--- src/rtl/cbse_pkg.sv ---
// ----------------------------------------------------------------------------
// cbse_pkg
// Shared types, codes and helpers of the cubic B-spline point evaluator.
// ----------------------------------------------------------------------------
package cbse_pkg;

  localparam logic [1:0] MODE_KNOT = 2'd0;
  localparam logic [1:0] MODE_CTRL = 2'd1;
  localparam logic [1:0] MODE_EVAL = 2'd2;

  localparam int IDX_W = 7;   // knot index / span width
  localparam int NUM_W = 48;  // divider dividend and quotient width
  localparam int DEN_W = 33;  // divider divisor width

  localparam logic signed [31:0] ONE_Q30 = 32'sh4000_0000;

  function automatic logic signed [31:0] sat32(input logic signed [65:0] v);
    if (v > 66'sd2147483647) begin
      return 32'sh7fff_ffff;
    end else if (v < -66'sd2147483648) begin
      return 32'sh8000_0000;
    end
    return v[31:0];
  endfunction

  // magnitude of a 33-bit difference known to stay below 2^32
  function automatic logic [31:0] abs33(input logic signed [32:0] v);
    logic [32:0] t;
    t = v[32] ? 33'(-v) : 33'(v);
    return t[31:0];
  endfunction

  function automatic logic [31:0] abs32(input logic signed [31:0] v);
    return v[31] ? (~v + 32'd1) : v;
  endfunction

endpackage

--- src/rtl/cbse_mul.sv ---
// ----------------------------------------------------------------------------
// cbse_mul
// Shared 32 x 32 unsigned multiplier with a registered product.
// ----------------------------------------------------------------------------
module cbse_mul
  import cbse_pkg::*;
(
  input  logic        clk,
  input  logic [31:0] a,
  input  logic [31:0] b,
  output logic [63:0] p
);

  logic [63:0] p_r;

  always_ff @(posedge clk) begin
    p_r <= 64'(a) * 64'(b);
  end

  assign p = p_r;

endmodule

--- config.mk ---
export PLATFORM = sky130hd
export DESIGN_NAME = cbse_mul
export DESIGN_NICKNAME = d
export VERILOG_FILES = /design/src/rtl/cbse_pkg.sv /design/src/rtl/cbse_mul.sv
export SDC_FILE = /design/constraint.sdc
export NUM_CORES = 2
export LEC_CHECK = 0
export ABC_AREA = 1
export BUFFER_PORTS_ARGS = -buffer_cell sky130_fd_sc_hd__buf_2
export CAP_MARGIN = 40
export CORE_ASPECT_RATIO = 0.8
export CORE_UTILIZATION = 55
export DETAILED_ROUTE_END_ITERATION = 7
export GPL_TIMING_DRIVEN = 1
export MAX_ROUTING_LAYER = met4
export PLACE_DENSITY = 0.68
export SETUP_SLACK_MARGIN = 0.5
export SYNTH_ARGS = -nofsm -noshare
export SYNTH_HDL_FRONTEND = slang
export SYNTH_SLANG_ARGS = --single-unit
--- constraint.sdc ---
create_clock -name clk -period 7.6 [get_ports clk]
set_input_delay 1.14 -clock clk [delete_from_list [all_inputs] [get_ports clk]]
set_output_delay 1.14 -clock clk [all_outputs]
set_load 0.01 [all_outputs]
==> summary.md <==
| Metric | Value |
|---|---|
| Outcome | finished clean |
| Most frequent cell after synthesis | inv_1 |
| Io pins | 129 |
| CP startpoint kind | primary input |
| EDFF count, synth | 0 |
| Final wirelength | 99440 um |
| Max-cap viol count | 0 |
| Vias per inst | 4.895 |
| Fmax | 142.4 MHz |
| Sequential area share after synthesis | 3.426% |
| Top_reg_cell synth | dfxtp_1 |
| Row count | 85 |
| CTS clk-pin slew, worst paths | 0.06 ns |
| Vias in the first global route | 30650 |
| Clk sinks | 64 |
| RSZ-0062 raised after global routing | true |
| Fillers | 6129 |
| First-pass GRT wire length | 163400 um |
| Post-CTS Hold Fix Bufs | 0 |
| Total GRT Usage | 30.99% |
| Largest net degree at the start of global routing | 24 |
| Share of post-route cells with drive strength above 1 | 11.20% |
| Crit share post-route | 92.42% |
| HPWL Detailed | 86990 um |
| CP max FO | 8 |
| Worst-margin pin slew | 0.5513 ns |
| Critical path class | in -> reg |
| Die Area | 69050 um2 |
| 1st-iter DRT viols | 2062 |
| PortBufs | 128 |
| Mean post-synth cell area | 7.446 um2 |
| Final Wtd Congestion | 0.9639 |
| Final Max Slew Viols | 0 |
| Synthesized cell area | 37400 um2 |
| Chip width | 293.6 um |
| Biggest area contributors in the synthesized netlist | fa_1, inv_1, nand2_1, ha_1, dfxtp_1 |
| Most instantiated cells after synthesis | inv_1, nand2_1, fa_1, ha_1, clkbuf_1 |
| CP endpoint kind | flip-flop |
| Initial antenna violation count | 1 |
| Num CTS Buffers | 9 |
| Flops & latches, synth | 64 |
| Post-detailed-route count of antenna-violating nets | 0 |
| Post-layout minimum cycle time | 7.024 ns |
| Critical Path AT | 7.27 ns |
| CTS tree | done |
| Mapped Nets | 6247 |
| CTS root buffer | clkbuf_16 |
| Final hold vios | 0 |
| Gr ovfl total | 0 |
| Max transition margin | 63.25% |
| Worst EP required | 7.84 ns |
| DR WL/cell | 16.30 um |
| Yosys warns | 0 |
| Post-synth top area share | 47.96% |
| Core area | 67210 um2 |
| Die Ht | 235.2 um |
| Final non-filler cell total | 6100 |
| Drt pass-1 iters | 6 |
| Max reg flops | 64 |
| DRC viols | 0 |
| Async SR Flop Fraction | 0% |
| Area grow syn2layout | 11.85% |
| DP Cell Count | 6066 |
| Final setup viols | 0 |
| Yosys cell types | 23 |
| Nets | 6405 |
| Synthesized netlist cell count | 5023 |
| Via count | 29860 |
| Max H-tree Level | 3 |
| Initial core utilization | 55.64% |
| Buffer depth of the longest clock path | 2 |
| Class of the worst hold path | in -> reg |
| Dominant cell type by area after synthesis | fa_1 |
-- routing by layer --
| metal | vias to the layer above | wire length, um | global-route usage (%) |
|---|---|---|---|
| li1 | 13940 | - | - |
| met5 | - | 0 | - |
| met2 | 959 | 47490 | 49.55 |
| met3 | 142 | 6259 | 2.908 |
| met1 | 14820 | 43090 | 43.12 |
| met4 | 0 | 2596 | 6.739 |
-- critical path: stages --
cell and delay [ns]:
buf_6 0.13, buf_12 0.14, nand2_1 0.06, inv_1 0.05, fa_1 0.47, fa_1 0.52, fa_1 0.58, inv_2 0.05
fa_1 0.56, inv_2 0.05, fa_1 0.54, fa_1 0.45, fa_1 0.57, fa_1 0.64, ha_4 0.25, nand2_2 0.12
inv_1 0.05, nand2_1 0.06, nand2_1 0.09, inv_1 0.07, nand2_1 0.10, a21oi_2 0.17, nand2_2 0.13, nand2_1 0.12
nand2_1 0.06, nand2_1 0.06, nand2_1 0.04
-- metrics by stage --
step	TNS (ns)	hold WS, ns	area, um2	worst slack (ns)	util (%)
finish	0	1.310	41830	0.5765	62.24
floorplan	0	1.238	37400	0.6456	-
detailed placement	-0.05710	1.535	40130	-0.03011	59.71
global placement	0	1.532	40130	0.05918	59.71
global route	0	1.337	41830	0.3741	62.24
CTS	0	1.303	40520	0.5006	60.28
-- final cells by class --
type | count | area [um2] | share of cell area, %
flip-flops and latches | 64 | 1281 | 3.063
diodes | 1 | 2.502 | 0.005982
multi-input cells | 3032 | 29660 | 70.90
clock buffers | 9 | 225.2 | 0.5384
clock inverters | 7 | 62.56 | 0.1496
repair buffers | 339 | 2943 | 7.035
inverters | 1735 | 6515 | 15.57
well taps | 913 | 1142 | 2.731
-- logic make-up after synthesis --
kind of cell / synth area share (%)
xor+xnor: 0.8196
fa+ha+maj: 56.76
compound gates: 0.8531
flops: 3.426
buf+inv: 19.34
simple gates: 18.80
-- placed cells by master, fill, tap and decap left out, types with 3 or more instances in the layout --
cell	n
fa_1	879
ha_1	235
dfxtp_1	64
clkbuf_4	8
nor2_2	28
a21oi_2	14
nor3_2	5
ha_4	20
buf_8	17
nor2_4	21
nand2_1	1512
nor3_1	10
buf_2	77
buf_4	163
nand3_1	54
a21oi_1	27
nand2_2	63
nand2_4	6
nand3_2	9
xor2_1	32
nor3_4	3
fa_2	17
nor2_1	52
clkinv_2	5
o21bai_1	9
inv_2	23
clkbuf_16	11
buf_6	54
ha_2	8
nand4_1	16
buf_12	18
inv_1	1711
-- final timing paths --
path,from,to,cells after the start
max,a[14],p[61],27
min,b[0],p[0],3
-- repair_timing --
action,4_1_cts,5_1_grt
endpoints found under the hold margin,0,0
cloned,0,2
setup endpoints to repair,41,46
setup buffers,0,15
pin swaps,0,87
gates resized for setup,32,327
Power is not shown: default switching activity piles up to over one toggle a cycle in this logic, so the estimate is an artifact.
