### config.mk
export PLATFORM = sky130hd
export DESIGN_NAME = cbse_div
export DESIGN_NICKNAME = d
export VERILOG_FILES = /design/src/rtl/cbse_pkg.sv /design/src/rtl/cbse_div.sv
export SDC_FILE = /design/constraint.sdc
export NUM_CORES = 1
export LEC_CHECK = 0
export ABC_CLOCK_PERIOD_IN_PS = 4200
export BUFFER_PORTS_ARGS = -buffer_cell sky130_fd_sc_hd__clkbuf_2
export CORE_ASPECT_RATIO = 1.1
export CORE_MARGIN = 5
export CORE_UTILIZATION = 25
export DETAILED_ROUTE_END_ITERATION = 10
export PLACE_DENSITY_LB_ADDON = 0.08
export SYNTH_ARGS = -nofsm -noshare
export SYNTH_HDL_FRONTEND = slang
export SYNTH_SLANG_ARGS = --single-unit
### constraint.sdc
create_clock -name clk -period 4.2 [get_ports clk]
set_input_delay 0.21 -clock clk [delete_from_list [all_inputs] [get_ports clk]]
set_output_delay 0.21 -clock clk [all_outputs]
set_load 0.005 [all_outputs]
### src/rtl/cbse_pkg.sv
// ----------------------------------------------------------------------------
// cbse_pkg
// Shared types, codes and helpers of the cubic B-spline point evaluator.
// ----------------------------------------------------------------------------
package cbse_pkg;

  localparam logic [1:0] MODE_KNOT = 2'd0;
  localparam logic [1:0] MODE_CTRL = 2'd1;
  localparam logic [1:0] MODE_EVAL = 2'd2;

  localparam int IDX_W = 7;   // knot index / span width
  localparam int NUM_W = 48;  // divider dividend and quotient width
  localparam int DEN_W = 33;  // divider divisor width

  localparam logic signed [31:0] ONE_Q30 = 32'sh4000_0000;

  function automatic logic signed [31:0] sat32(input logic signed [65:0] v);
    if (v > 66'sd2147483647) begin
      return 32'sh7fff_ffff;
    end else if (v < -66'sd2147483648) begin
      return 32'sh8000_0000;
    end
    return v[31:0];
  endfunction

  // magnitude of a 33-bit difference known to stay below 2^32
  function automatic logic [31:0] abs33(input logic signed [32:0] v);
    logic [32:0] t;
    t = v[32] ? 33'(-v) : 33'(v);
    return t[31:0];
  endfunction

  function automatic logic [31:0] abs32(input logic signed [31:0] v);
    return v[31] ? (~v + 32'd1) : v;
  endfunction

endpackage

### src/rtl/cbse_div.sv
// ----------------------------------------------------------------------------
// cbse_div
// Restoring unsigned divider, one quotient bit per cycle.
// ----------------------------------------------------------------------------
module cbse_div
  import cbse_pkg::*;
(
  input  logic             clk,
  input  logic             rst_n,
  input  logic             start,
  input  logic [NUM_W-1:0] num,
  input  logic [DEN_W-1:0] den,
  output logic             done,
  output logic [NUM_W-1:0] quo
);

  localparam int CNT_W = $clog2(NUM_W + 1);

  logic [CNT_W-1:0] cnt_r;
  logic             run_r;
  logic             done_r;
  logic [DEN_W-1:0] rem_r;
  logic [NUM_W-1:0] quo_r;
  logic [DEN_W-1:0] den_r;
  logic [DEN_W:0]   shifted;
  logic [DEN_W:0]   diff;
  logic             ge;

  always_comb begin
    shifted = {rem_r, quo_r[NUM_W-1]};
    diff    = shifted - {1'b0, den_r};
    ge      = shifted >= {1'b0, den_r};
  end

  always_ff @(posedge clk) begin
    if (!rst_n) begin
      run_r  <= 1'b0;
      done_r <= 1'b0;
      cnt_r  <= '0;
    end else begin
      done_r <= 1'b0;
      if (start) begin
        run_r <= 1'b1;
        cnt_r <= CNT_W'(NUM_W);
      end else if (run_r) begin
        cnt_r <= cnt_r - 1'b1;
        if (cnt_r == CNT_W'(1)) begin
          run_r  <= 1'b0;
          done_r <= 1'b1;
        end
      end
    end
  end

  always_ff @(posedge clk) begin
    if (start) begin
      rem_r <= '0;
      quo_r <= num;
      den_r <= den;
    end else if (run_r) begin
      rem_r <= ge ? diff[DEN_W-1:0] : shifted[DEN_W-1:0];
      quo_r <= {quo_r[NUM_W-2:0], ge};
    end
  end

  assign done = done_r;
  assign quo  = quo_r;

endmodule

==> results of run 1 <==
==> layout make-up <==
class	count	share of cell area, %
inverter	43	1.86
sequential	122	37.5
clock buffer	17	4.90
timing repair buffer	168	11.7
clock inverter	15	2.22
multi-input combinational	416	36.7
tap	357	5.15
==> power by group <==
group          switching, W  leakage (nW)  total (W)  internal, W
registers         0.0000670          1.14    0.00148      0.00141
clock network      0.000608         0.300    0.00156     0.000948
logic              0.000447          2.27   0.000836     0.000389
==> sequential cells by signal, summed over array words and instances, names as in the netlist <==
signal  cells
quo        48
den_r      33
rem_r      33
cnt_r       6
done        1
run_r       1
==> per-stage QoR <==
step	setup slack (ps)	std cells	area (µm²)	power (W)
4_1_cts	641	1137	8670	0.00395
6_report	668	1138	8680	0.00387
5_1_grt	296	1138	8680	0.00411
3_3_place_gp	755	1073	7730	0.00233
3_5_place_dp	656	1073	7730	0.00233
2_1_floorplan	1190	613	6730	0.00207
==> layer usage <==
metal | share of wire [%] | vias to the layer above | wire, µm | global-route usage, %
met1 | 46 | 2415 | 7920 | 14.8
met4 | 1.4 | 0 | 239 | 3.40
met5 | 0 | - | 0 | 0
met2 | 44 | 158 | 7670 | 18.4
li1 | - | 2587 | - | -
met3 | 9.0 | 17 | 1570 | 5.23
==> cells in the final DEF, fill, tap and decap left out, types with 3 or more instances in the layout <==
cell type	n
buf_4	4
nand4_1	4
clkbuf_2	131
xnor2_1	15
nor2b_1	4
inv_6	3
o21ai_1	3
mux2_2	54
edfxtp_1	81
o21bai_1	6
xor2_1	16
clkbuf_16	17
nand3_1	13
and3_1	8
nor3_1	7
clkinv_4	6
o21ai_0	17
a31o_2	4
dfxtp_1	40
a21o_1	22
ha_1	35
mux2i_1	26
a31oi_1	8
inv_1	43
a21oi_1	25
nand2_1	29
a211oi_1	31
a21boi_0	3
nor4_1	4
nor2_1	49
dlygate4sd3_1	33
bufinv_16	3
a211o_1	3
==> path summary, 6_finish.rpt <==
| path | start | to | slack, ps | cells after the start |
|---|---|---|---|---|
| worst max-delay path | quo[47]$_DFFE_PP_ | rem_r[5]$_SDFFE_PP0P_ | 670 | 13 |
| worst min-delay path | rst_n | run_r$_SDFF_PN0_ | 70 | 2 |
| worst max register to register | quo[47]$_DFFE_PP_ | rem_r[5]$_SDFFE_PP0P_ | 670 | 13 |
| worst min register to register | rem_r[11]$_SDFFE_PP0P_ | rem_r[11]$_SDFFE_PP0P_ | 510 | 2 |
==> logic make-up (layout without fill, tap and decap cells) <==
| group | after synthesis | after routing |
|---|---|---|
| DFF | 122 | 122 |
| xor gates and xnor gates | 31 | 31 |
| AOI/OAI and AO/OA | 141 | 141 |
| muxes | 81 | 81 |
| buffers and inverters | 75 | 243 |
| and+or+nand+nor | 127 | 127 |
| adders and majority gates | 36 | 36 |
==> what timing repair did <==
action / in CTS / in global routing
hold endpoints to repair: 32 / 1
hold buffers: 32 / 1
gates resized for setup: 0 / 0
==> impl_results.md, run 1 <==
- Post-synth cell types: 53
- Pwr dens: roughly 450 mW/mm²
- Slowest-stage cell, CP: a21o_2
- Pre-antenna DRT Iters: 4
- Post-synthesis mux area share: 13.1%
- Max-cap check violation count: 0
- Top cells by count, synth: edfxtp_1, mux2_2, nor2_1
- Min Clock Period, post-route: 3530 ps
- Max-slew violation count: 0
- Ant. Diodes: 0
- Critical Path Most Common Cell: inv_1
- Worst Path Class, Setup: register to register
- # IOs: 133
- Vias in the first global route: 5589
- Worst skew pair latency: 410 ps
- Die area: 0.0303 mm²
- CP Data Arrival Time: 3850 ps
- First-pass GRT wire length: 29400 µm
- FILL cells: 2721
- Post-route ant nets: 0
- CTS root buf: clkbuf_16
- Worst Max-Slew Pin Slew: 1150 ps
- Initial DRC count: 175
- Startpoint Class: register
- Layout cells sized above 1: 30.1%
- Run status: finished clean
- Post-CTS Setup Repair Bufs: 0
- Sink Count: 122
- CP top delay family: compound AO/OA/AOI/OAI gates
- Max Clk Rate: 283 MHz
- Post-synth ARST share: 0%
- Slew HR: 22.8%
- GPL Wtd Cong: approximately 0.8
- Crit Path Max Fanout: 37
- Flops & latches, synth: 122
- Port buffer count: 132
- Area leader, netlist: edfxtp_1
- H-Tree Depth: 4
- Seq/Total Area, Yosys: slightly below 50%
- RSZ-0062 raised after global routing: false
- CP endpoint kind: register
- Crit path cell chain: inv_1 -> ha_1 -> inv_1 -> fa_1 -> a21o_1 -> a221oi_2 -> nand4b_1 -> a31o_2 -> nand3_1 -> a21o_2 -> buf_4 -> mux2i_1 -> a211oi_1
- CTS Buf Count: 17
- Yosys Warn Count: 0
- DRC: 0
- Gr usage total: 11.8%
- Maximum VDD drop: roughly 0.20 mV
- Routed WL: 17400 µm
- Core area: roughly 0.027 mm²
- Synthesized area: 0.00673 mm²
- Post-synthesis adder-cell area fraction: 6.81%
- Chip width: ~170 µm
- Largest net degree at the start of global routing: 73
- Worst Path Required: 4520 ps
- WHS: 67.3 ps
- EDFF count, synth: between 80 and 90
- Final Hold Fails: 0
- Number of vias per cell: 4.55
- Leak Pwr: 3.71 nW
- Xor and xnor area share after synthesis: under 10%
- Crit path largest cell delay: 530 ps
- Main synth FF type: edfxtp_1
- Fin nets: 888
- Final Cycle Share: between 80% and 90%
- Post-synthesis area per instance: roughly 11 µm²
- DP Wirelength: 12500 µm
- Post-synth top area share: 36.2%
- Max clock buf depth: 2
- CTS clk-pin slew, worst paths: around 60 ps
- Chip height: 182 µm
- Initial antenna violation count: 0
- Util after Layout: 32.5%
- Gr ovfl total: 0
- Initial Util: 25.2%
- Via count: 5177
- Post-synthesis simple-gate area fraction: 8.60%
- CP Buf/Inv Count: 3
- Setup Skew: 9.70 ps
- Setup-failing EPs final: 0
- Post-Synthesis Cells: 613
- Most common cell in the netlist: edfxtp_1
- Type of the most critical hold path: input port to register
- P&R area growth vs syn: 29.0%
- Routed len/inst: 15.3 µm
- Rows: 63
- Synth Area in Compound Gates: 14.7%
- Multi-input gate area: 0.00318 mm²
- Register Area: between 0.003 and 0.004 mm²
- Largest family of logic cells by synthesized area: compound AO/OA/AOI/OAI gates
- Post-route setup TNS: 0 ps
- Mapped Nets: 733
- Top post-synthesis cells by area: edfxtp_1, dfxtp_1, mux2_2, ha_1, mux2i_1
- TritonCTS clock tree: done
Power figures use the tool's default switching activity.
==> inputs of run 2 (changes only) <==
--- a/config.mk
+++ b/config.mk
@@ -5,7 +5,7 @@
 export SDC_FILE = /design/constraint.sdc
 export NUM_CORES = 1
 export LEC_CHECK = 0
-export ABC_CLOCK_PERIOD_IN_PS = 4200
+export ABC_CLOCK_PERIOD_IN_PS = 2900
 export BUFFER_PORTS_ARGS = -buffer_cell sky130_fd_sc_hd__clkbuf_2
 export CORE_ASPECT_RATIO = 1.1
 export CORE_MARGIN = 5
==> constraint.sdc (replaced) <==
create_clock -name clk -period 2.9 [get_ports clk]
set_input_delay 0.145 -clock clk [delete_from_list [all_inputs] [get_ports clk]]
set_output_delay 0.145 -clock clk [all_outputs]
set_load 0.005 [all_outputs]
==> impl_results.md, run 2 (synthesized netlist as in run 1, its figures left out) <==
- Run status: finished with violations
- Failing checks: negative setup slack
- Chip height: 182 µm
- Final Hold Fails: 0
- Commonest non-fill, non-tap cell in the layout: clkbuf_2
- # IOs: 133
- Initial DRC count: 173
- Reg-to-reg setup timing slack: -160 ps
- Worst Path Class, Setup: register to register
- Routed WL: 17800 µm
- DRC: 0
- Gr usage total: 12.0%
- FILL cells: about 2700
- Largest net degree at the start of global routing: between 100 and 150
- Worst skew pair latency: 420 ps
- Gr ovfl total: 0
- Post-route setup TNS: -2370 ps
- DP Wirelength: 12600 µm
- Final instance area: a little over 0.009 mm²
- CP endpoint kind: register
- CTS root buf: clkbuf_16
- Initial Util: 25.2%
- Worst R2R Start: quo[47]$_DFFE_PP_
- RSZ-0062 raised after global routing: true
- Sink Count: 122
- Hold Path Cell Cnt: 2
- Min Clock Period, post-route: 3060 ps
- CTS clk-pin slew, worst paths: 70 ps
- Cell Area, Placed: 0.00806 mm²
- Vias in the first global route: around 6000
- Type of the most critical hold path: input port to register
- Worst Path Required: roughly 3200 ps
- Slew HR: 48.7%
- Maximum VDD drop: 0.272 mV
- Max FFs per register: 48
- Post-route ant nets: 0
- Rows: 63
- CP Data Arrival Time: 3300 ps
- Hold_sp: num[14]
- Register Area: 0.00325 mm²
- Critical R2R Capture: rem_r[28]$_SDFFE_PP0P_
- Worst R2R Path Depth: 14
- Max-slew violation count: 0
- Routed len/inst: 15.0 µm
- P&R area growth vs syn: 38.3%
- Pwr dens: 627 mW/mm²
- Core area: 0.0267 mm²
- Max clock buf depth: 2
- First-pass GRT wire length: 29800 µm
- Via count: 5360
- Worst Max-Slew Pin Slew: 769 ps
- Worst Hold End: quo[14]$_DFFE_PP_
- Max Clk Rate: 327 MHz
- Fin nets: 939
- Pre-antenna DRT Iters: 4
- Die area: 0.0303 mm²
- Leak Pwr: 4.03 nW
- Pwr Total: slightly below 0.006 W
- Initial antenna violation count: 0
- Setup WS post-layout: -155 ps
- Setup-failing EPs final: 32
- Most frequent cells in the layout: clkbuf_2, edfxtp_1, mux2_2
- Port buffer count: 132
- Multi-input gate area: 0.00331 mm²
- Chip width: 166 µm
- H-Tree Depth: 4
- Max-cap check violation count: 0
- Number of vias per cell: 4.51
- Ant. Diodes: 0
- Final Cycle Share: 105%
- GPL Wtd Cong: 0.781
- Layout cells sized above 1: 36.4%
- Crit Path Max Fanout: 6
- CTS Buf Count: 17
- Setup Skew: 9.57 ps
- TritonCTS clock tree: done
- Startpoint Class: register
run 2: cell count changes in the layout (fill, tap and decap cells not counted), moves of 5 or more:
cell / change
buf_12: +6
buf_4: +39
clkinv_4: -5
o21ai_0: -6
run 2: worst max-delay path: stages, from the launching register on:
cell and delay, ps:
edfxtp_1 390, inv_1 70, ha_2 180, inv_2 50
fa_2 350, a21o_1 210, a221oi_2 300, nand4b_1 200
a31o_4 190, nand3_2 70, a21o_4 260, buf_12 150
mux2_2 260, mux2i_1 160, a311oi_1 60
run 2: cell type report:
cell class | instances | area share (%)
clock buffers | 17 | 4.57
clock inverters | 15 | 1.90
inverters | 43 | 1.74
multi-input cells | 416 | 35.6
flip-flops and latches | 122 | 35.0
well taps | 357 | 4.80
repair buffers | 219 | 16.4
run 2: worst max path at each step:
stage	from	to	slack [ps]
2_1_floorplan	quo[47]$_DFFE_PP_	rem_r[28]$_SDFFE_PP0P_	20
3_3_place_gp	quo[47]$_DFFE_PP_	rem_r[30]$_SDFFE_PP0P_	-70
3_5_place_dp	quo[47]$_DFFE_PP_	rem_r[28]$_SDFFE_PP0P_	-150
4_1_cts	quo[47]$_DFFE_PP_	rem_r[28]$_SDFFE_PP0P_	-100
5_1_grt	quo[47]$_DFFE_PP_	rem_r[29]$_SDFFE_PP0P_	-280
6_report	quo[47]$_DFFE_PP_	rem_r[28]$_SDFFE_PP0P_	-160
run 2: what timing repair did:
| action | 4_1_cts | 5_1_grt |
|---|---|---|
| gates resized for setup | 15 | 23 |
| buffers inserted | 3 | 8 |
| gates cloned | 2 | 0 |
| hold buffers | 35 | 1 |
| pin swaps | 18 | 27 |
| hold endpoints to repair | 37 | 1 |
| endpoints found under the setup margin | 28 | 34 |
run 2: per-layer routing:
layer,GRT usage (%),vias to the layer above,part of all wire (%)
met4,4.32,0,1.7
met1,14.9,2512,46
met2,19.3,146,46
li1,-,2679,-
met5,0,-,0
met3,4.35,23,6.7
run 2: report_power, final:
| part | switching [W] | internal [W] |
|---|---|---|
| combinational | 0.000721 | 0.000763 |
| sequential | 0.000100 | 0.00205 |
| clock | 0.000905 | 0.00130 |
run 2: metrics by stage:
stage	util [%]	worst slack [ps]	instances	hold WS, ps
5_1_grt	34.8	-282	1189	4.60
6_report	34.8	-155	1189	23.5
4_1_cts	34.3	-101	1180	1.09
3_5_place_dp	30.2	-153	1108	324
3_3_place_gp	30.2	-66.7	1108	323
2_1_floorplan	-	16.1	613	244
==> inputs of run 3 (changes only) <==
--- a/config.mk
+++ b/config.mk
@@ -7,6 +7,8 @@
 export LEC_CHECK = 0
 export ABC_CLOCK_PERIOD_IN_PS = 2900
 export BUFFER_PORTS_ARGS = -buffer_cell sky130_fd_sc_hd__clkbuf_2
+export CELL_PAD_IN_SITES_DETAIL_PLACEMENT = 1
+export CELL_PAD_IN_SITES_GLOBAL_PLACEMENT = 1
 export CORE_ASPECT_RATIO = 1.1
 export CORE_MARGIN = 5
 export CORE_UTILIZATION = 25
==> impl_results.md, run 3 (synthesized netlist as in run 1, its figures left out) <==
- Max clock buf depth: 2
- GPL Wtd Cong: between 0.7 and 0.8
- # IOs: between 100 and 150
- Maximum VDD drop: 0.303 mV
- Run status: finished with violations
- First-pass GRT wire length: approximately 33000 µm
- H-Tree Depth: 4
- Max Clk Rate: 334 MHz
- Worst Setup SP: quo[47]$_DFFE_PP_
- Worst R2R Start: quo[47]$_DFFE_PP_
- Min Clock Period, post-route: 3000 ps
- Max FFs per register: 48
- Gr usage total: 13.3%
- Number of vias per cell: 4.55
- CP Data Arrival Time: 3340 ps
- Leak Pwr: between 4 and 5 nW
- Chip height: 182 µm
- Gr ovfl total: 0
- Worst R2R Path Depth: 14
- Type of the most critical hold path: input port to register
- Final Cycle Share: 103%
- TritonCTS clock tree: done
- Setup-failing EPs final: 11
- Sink Count: between 100 and 150
- CTS clk-pin slew, worst paths: 70 ps
- Routed WL: 20000 µm
- Via count: around 5500
- CTS root buf: clkbuf_16
- Setup Skew: 11.5 ps
- Slew HR: 43.7%
- Chip width: 166 µm
- CP endpoint kind: register
- Cell Area, Placed: 0.00812 mm²
- Ant. Diodes: 0
- Pwr Total: 0.00606 W
- Failing checks: negative setup slack
- Initial antenna violation count: 0
- Largest net degree at the start of global routing: a little over 60
- DP Wirelength: 14300 µm
- Startpoint Class: register
- Core area: 0.0267 mm²
- Vias in the first global route: 6332
- Worst skew pair latency: 420 ps
- Max-slew violation count: 0
- Worst Max-Slew Pin Slew: around 840 ps
- P&R area growth vs syn: 41.0%
- DRC: 0
- Rows: 63
- Worst Path Class, Setup: register to register
- Die area: 0.0303 mm²
- Crit Path Max Fanout: 3
- Port buffer count: around 130
- Util after Layout: between 30 and 40%
- CTS Buf Count: 17
- Reg-to-reg setup timing slack: -100 ps
- RSZ-0062 raised after global routing: true
- Most frequent cells in the layout: clkbuf_2, edfxtp_1, mux2_2, buf_4, nor2_1
- Setup WS post-layout: -98.1 ps
- Initial Util: 25.2%
- Max-cap check violation count: 0
- Post-route ant nets: 0
- Worst Path Required: about 3200 ps
- Final instance area: 0.00949 mm²
- Fin nets: 952
- Pwr dens: 639 mW/mm²
- Critical R2R Capture: rem_r[32]$_SDFFE_PP0P_
- Setup crit end: rem_r[32]$_SDFFE_PP0P_
- Pre-antenna DRT Iters: 4
- Layout cells sized above 1: approximately two fifths
- Routed len/inst: 16.7 µm
- Final Hold Fails: 0
- Initial DRC count: approximately 190
- Commonest non-fill, non-tap cell in the layout: clkbuf_2
==> run 3: worst min-delay path by stage <==
stage	end	depth (start not counted)	start	slack, ps
2_1_floorplan	den_r[0]$_DFFE_PP_	0	den[0]	240
3_3_place_gp	den_r[26]$_DFFE_PP_	1	den[26]	320
3_5_place_dp	den_r[13]$_DFFE_PP_	1	den[13]	320
4_1_cts	quo[28]$_DFFE_PP_	2	num[28]	0.09
5_1_grt	quo[28]$_DFFE_PP_	2	num[28]	6
6_report	quo[28]$_DFFE_PP_	2	num[28]	20
==> run 3: timing repair <==
item                                    4_1_cts  5_1_grt
hold endpoints to repair                     39        0
endpoints found under the setup margin       34       34
hold buffers                                 37        0
gates resized for setup                      33       30
pin swaps                                    34       13
cloned                                        3        0
setup buffers                                 1        6
==> run 3: stage by stage <==
stage,worst slack (ps),instances,hold WS [ps],setup TNS [ps]
floorplan,16.1,613,244,0
global route,-274,1201,6.25,-5720
global placement,-224,1123,323,-6710
detailed placement,-347,1123,324,-8800
CTS,-178,1195,0.0890,-3580
finish,-98.1,1201,21.4,-344
==> run 3: area by class of cell <==
| cell class | instances | area (µm²) |
|---|---|---|
| clock inverter | 14 | 208 |
| sequential | 122 | 3250 |
| clock buffer | 17 | 425 |
| fill | 2955 | 17200 |
| timing repair buffer | 229 | 1550 |
| tap | 357 | 447 |
| inverter | 43 | 161 |
| multi-input combinational | 419 | 3440 |
==> run 3: per-layer routing <==
| metal | global-route usage [%] | share of wire (%) | vias up |
|---|---|---|---|
| met2 | 22.4 | 48 | 122 |
| met5 | 0 | 0 | - |
| met1 | 16.1 | 45 | 2613 |
| met4 | 4.42 | 1.5 | 0 |
| li1 | - | - | 2712 |
| met3 | 4.49 | 6.2 | 21 |
==> run 3: critical path, stage by stage (launching register included) <==
cell and delay [ps]:
edfxtp_1 390, inv_1 80, ha_2 180, inv_2 40, fa_2 330, a21o_1 200
a221oi_4 290, nand4b_1 190, a31o_4 210, a21oi_4 70, a32oi_2 250, buf_4 160
a21oi_2 60, mux2_4 330, a31oi_4 150
==> run 3: power by group <==
group	internal, W	total [W]	switching [W]
logic	0.000780	0.00157	0.000786
clock network	0.00146	0.00235	0.000895
registers	0.00205	0.00214	0.0000989
total	0.00428	0.00606	0.00178
